File: src/design/assert_macros.svh
// ---------------------------------------------------------------------------
// Assertion macros
// Shared concurrent assertion forms for the sparse SOR row engine.
// ---------------------------------------------------------------------------
`ifndef ASSERT_MACROS_SVH
`define ASSERT_MACROS_SVH

`ifndef ASSERT_OFF
// check a property on every clock edge outside reset
`define SSOR_ASSERT(label, clk, rst_n, prop, msg) \
  label: assert property (@(posedge clk) disable iff (!rst_n) (prop)) else $error(msg);
// check a property on every clock edge, reset included
`define SSOR_ASSERT_ALWAYS(label, clk, prop, msg) \
  label: assert property (@(posedge clk) (prop)) else $error(msg);
`else
`define SSOR_ASSERT(label, clk, rst_n, prop, msg)
`define SSOR_ASSERT_ALWAYS(label, clk, prop, msg)
`endif

`endif

File: src/design/ssor_pkg.sv
// ---------------------------------------------------------------------------
// ssor_pkg
// Widths, codes and shared types of the sparse SOR row engine.
// ---------------------------------------------------------------------------
package ssor_pkg;

  // default geometry
  localparam int VECTOR_DEPTH_DEF  = 4096;
  localparam int FRACTION_BITS_DEF = 16;

  // fixed field widths
  localparam int DATA_W  = 32;
  localparam int IDX_W   = 12;
  localparam int ACC_W   = 48;
  localparam int LO_W    = ACC_W / 2;
  localparam int OMEGA_W = 18;
  localparam int PROD_W  = 2 * DATA_W;

  // omega is Q2.16 whatever the data format
  localparam int                 OMEGA_FRAC = 16;
  localparam logic [OMEGA_W-1:0] OMEGA_ONE  = OMEGA_W'(65536);

  // action codes
  localparam logic [1:0] ACT_WRITE = 2'd0;
  localparam logic [1:0] ACT_ENTRY = 2'd1;
  localparam logic [1:0] ACT_READ  = 2'd2;

  // result kinds
  localparam logic KIND_READ  = 1'b0;
  localparam logic KIND_RELAX = 1'b1;

  // operand pair for the shared multiplier
  typedef struct packed {
    logic signed [DATA_W-1:0] a;
    logic signed [DATA_W-1:0] b;
  } mul_req_t;

endpackage

File: src/design/ssor_mul.sv
// ---------------------------------------------------------------------------
// ssor_mul
// Shared signed 32x32 multiplier with a registered full-width product.
// ---------------------------------------------------------------------------
module ssor_mul import ssor_pkg::*; (
  input  logic                     clk,
  input  mul_req_t                 req,
  output logic signed [PROD_W-1:0] prod
);

  logic signed [PROD_W-1:0] prod_r;
  logic signed [PROD_W-1:0] prod_nxt;

  // form the exact product
  always_comb begin
    prod_nxt = PROD_W'(req.a) * PROD_W'(req.b);
  end

  // register it
  always_ff @(posedge clk) begin
    prod_r <= prod_nxt;
  end

  assign prod = prod_r;

endmodule

File: config.mk
export PLATFORM = sky130hd
export DESIGN_NAME = ssor_mul
export DESIGN_NICKNAME = d
export VERILOG_FILES = /design/src/design/assert_macros.svh /design/src/design/ssor_pkg.sv /design/src/design/ssor_mul.sv
export SDC_FILE = /design/constraint.sdc
export NUM_CORES = 2
export LEC_CHECK = 0
export BUFFER_PORTS_ARGS = -buffer_cell sky130_fd_sc_hd__buf_2
export CORE_MARGIN = 5
export CORE_UTILIZATION = 40
export CTS_CLUSTER_SIZE = 8
export DETAILED_ROUTE_END_ITERATION = 8
export GPL_ROUTABILITY_DRIVEN = 0
export GPL_TIMING_DRIVEN = 0
export SETUP_SLACK_MARGIN = 0.15
export SYNTH_ARGS = -nofsm -noshare
export SYNTH_HDL_FRONTEND = slang
export SYNTH_SLANG_ARGS = --single-unit
export TNS_END_PERCENT = 10
File: constraint.sdc
create_clock -name clk -period 23 [get_ports clk]
set_clock_uncertainty 0.15 [all_clocks]
set_input_delay 0 -clock clk [delete_from_list [all_inputs] [get_ports clk]]
set_output_delay 0 -clock clk [all_outputs]
set_load 0.02 [all_outputs]
Word level (Yosys, flattened, before mapping)

Index checks and enable logic that the tools add are counted.

$mul: 1

Operators by type and width:

| kind             | number |
|---|---|
| $mul A32 B32 Y64 | 1 |

Bits in registers: 64
Input port bits: 65
Output and inout bits: 64
Logic and storage cells: 2

Logic depth before layout (Yosys ltp)

Word-level depth: 1
Depth in mapped cells: 28
Depth with buffers taken out: 26

Worst setup path after synthesis

Ideal clock, no wire load.

Path type: in2reg
From: input port req[2] (netlist bit)
To: register prod_r[63] (netlist: prod[63])
Library setup time: 121 ps
Arrival time: 7223 ps
Data required time: 22729 ps
Slack: 15507 ps
Cell stages on the path: 25
Path buffers: 2
Cells stage by stage: clkbuf_1 nand2_1 inv_1 fa_1 fa_1 fa_1 fa_1 inv_1 fa_1 inv_1 fa_1 inv_1 fa_1 inv_1 fa_1 ha_1 clkbuf_1 nand4_1 or3_1 o21ai_0 a211oi_2 o32ai_1 nor2_1 a31o_2 xnor2_1

Word-level cells in the longest chain between the ends: 1

Ends and longest elaborated chain:

| what                   | RTL line       | source |
|---|---|---|
| start, declared        | ssor_mul.sv:7  | `input mul_req_t req,` |
| $mul A32 B32 Y64       | ssor_mul.sv:16 | `prod_nxt = PROD_W'(req.a) * PROD_W'(req.b);` |
| named net prod_nxt[63] | ssor_mul.sv:12 | `logic signed [PROD_W-1:0] prod_nxt;` |
| end signal, assigned   | ssor_mul.sv:21 | `prod_r <= prod_nxt;` |
| end, declared          | ssor_mul.sv:11 | `logic signed [PROD_W-1:0] prod_r;` |

The timed path passes the listed nets, and every way through them passes these cells.

Worst setup path after layout

From: input port req[0] (netlist bit)
To: register prod_r[63] (netlist: prod[63])

Same word-level chain as after synthesis.

==> flow_metrics.env <==
export IMPL_nets=5421
export IMPL_hold_class="in2reg"
export IMPL_cts_buffers=9
export IMPL_final_util_pct=43.14
export IMPL_async_reset_ff_share_pct=0
export IMPL_start_util_pct=40.33
export IMPL_place_detailed_hpwl_um=113000
export IMPL_yosysWarnings=0
export IMPL_end_kind="register"
export IMPL_synth_top_flop_cell="dfxtp_1"
export IMPL_drv_slew=0
export IMPL_drive_above_1_share_pct=4.737
export IMPL_finalNonFillerCells=5366
export IMPL_path_max_fanout=11
export IMPL_final_common_cell="fa_1"
export IMPL_fin_setup_tns_ns=0
export IMPL_fp_dieH_um=316.7
export IMPL_grt_pass1_wl_um=198200
export IMPL_cts_root_buf="clkbuf_16"
export IMPL_min_period_ns=9.840
export IMPL_path_class="in2reg"
export IMPL_critical_path_cell_chain="dlygate4sd3_1 -> buf_2 -> clkbuf_1 -> and2_1 -> ha_1 -> fa_1 -> fa_1 -> fa_1 -> inv_1 -> fa_1 -> inv_1 -> fa_1 -> inv_1 -> fa_1 -> inv_1 -> fa_1 -> ha_1 -> clkbuf_1 -> nand4_1 -> or4_1 -> nor4_1 -> nor2_1 -> a31o_2 -> xnor2_1"
export IMPL_viasPerCell=5.253
export IMPL_clock_fmax_mhz=101.6
export IMPL_core_region_area_um2=93330
export IMPL_drcViolationCount=0
export IMPL_relSlewSlack_pct=13.73
export IMPL_max_stage_delay_ns=1.11
export IMPL_synth_area_leaders="fa_1, inv_1, and2_1"
export IMPL_largest_register_ffs=64
export IMPL_clkTransAtPathRegs_ns=0.06
export IMPL_synth_edf_count=0
export IMPL_crit_family="adder cells"
export IMPL_synthCells=3949
export IMPL_final_cell_mix="fa_1, inv_1, nand2_1, and2_1, clkbuf_1"
export IMPL_setup_viol=0
export IMPL_max_cap_violations=0
export IMPL_cp_start_kind="input port"
export IMPL_place_inst=5331
export IMPL_grt_use_total_pct=27.38
export IMPL_die_x_um=316.7
export IMPL_synth_area_per_cell_um2=9.531
export IMPL_cp_arrival_ns=9.92
export IMPL_first_global_vias=30576
export IMPL_dieArea_um2=100300
export IMPL_grt_max_degree=23
export IMPL_rsz0062_at_grt="false"
export IMPL_h_tree_depth=3
export IMPL_worst_pin_slew_ns=1.294
export IMPL_first_pass_iters=5
export IMPL_fin_crit_sh_pct=42.78
export IMPL_post_cts_setup_buffers=0
export IMPL_cp_num_buf_inv=8
export IMPL_synthToLayoutAreaGrowth_pct=6.978
export IMPL_yosysUniqueCellTypes=70
export IMPL_synth_top_cell_area_share_pct=57.55
export IMPL_hold_violations=0
export IMPL_ys_ff_latch=64
export IMPL_postRouteAntennaNets=0
export IMPL_wire_per_inst_um=24.98
export IMPL_cpMostUsedCell="fa_1"
export IMPL_cts_sinks=64
export IMPL_grt_ovfl_total=0
export IMPL_vias=28186
export IMPL_drt_iter0_markers=2543
export IMPL_fp_row_count=112
export IMPL_cp_required_ns=23.08
export IMPL_routed_wl_um=134000
export IMPL_cts_buffer_depth=2
export IMPL_yosysTopAreaCell="fa_1"
export IMPL_ys_seq_area_share_pct=3.404
export IMPL_grt_antenna_before_repair=25
export IMPL_syn_num_nets=5280
export IMPL_status="completed"
export IMPL_slowest_stage="fa_1"
export IMPL_port_buffers=128
export IMPL_ios=129
export IMPL_tritoncts="done"
export IMPL_syn_area_um2=37640
[layer usage]
layer	vias to the layer above	GRT usage, %	part of all wire, %
li1	11582	-	-
met4	10	15.81	7.9
met1	14603	34.70	37
met3	419	6.367	10
met2	1572	43.38	45
met5	-	0	0.044
[kinds of logic (layout without fill, tap and decap cells)]
| group | count (synthesis) | count (layout) | synth area share, % |
|---|---|---|---|
| xor+xnor | 74 | 74 | 1.722 |
| simple gates | 1178 | 1178 | 15.71 |
| fa+ha+maj | 1266 | 1266 | 63.67 |
| flops | 64 | 64 | 3.404 |
| compound gates | 204 | 204 | 3.843 |
| other cells | 0 | 17 | 0 |
| buf+inv | 1163 | 1309 | 11.66 |
[metrics by stage]
stage               setup WS (ns)  instance area (um^2)  hold WS (ns)
floorplan                   15.51                 37640      -0.02271
global placement            13.16                 39850        0.2664
detailed placement          13.11                 39850        0.2658
CTS                         13.34                 40220       0.03238
global route                13.05                 40230       0.06545
finish                      13.16                 40260       0.04787
[worst paths after layout]
path	startpoint	endpoint	depth (start not counted)
max	req[0]	prod[63]$_DFF_P_	24
min	req[2]	prod[2]$_DFF_P_	4
[repair_timing]
item,in CTS,in global routing
hold endpoints to repair,2,0
gates resized for setup,0,0
hold buffers,2,0
[tightest hold or removal path, cell delays in order]
cell and delay (ns):
buf_2 0.14, and2_1 0.14, ha_1 0.13, ha_1 0.11
[layout make-up]
class	count	area [um^2]
Antenna cell	17	42.54
Buffer	214	824.5
Clock buffer	10	239.0
Clock inverter	6	115.1
Fill cell	9436	53070
Inverter	949	3562
Multi-Input combinational cell	2722	31970
Sequential cell	64	1281
Tap cell	1254	1569
Timing Repair Buffer	130	660.6
[synth_stat cells, types with 3 or more instances]
cell,instances
nor2_1,61
xor2_1,22
a31o_2,3
a21oi_2,5
inv_1,949
a211oi_2,4
and2_1,513
a211o_1,5
o21ai_0,36
nor3_1,7
and3_1,9
nand2_1,524
o211ai_1,5
o21bai_1,4
nand3_1,17
nand2b_1,13
a21o_1,33
xnor2_1,52
a21oi_1,63
buf_2,10
clkbuf_1,200
o21ai_1,3
fa_1,1082
a31oi_1,5
dfxtp_1,64
ha_1,184
or3_1,3
o21a_1,4
nor2b_1,8
nand4_1,11
Power is left out: the tool's default activity adds up to more than one toggle a clock period on the data nets, which glitch-free logic cannot reach.
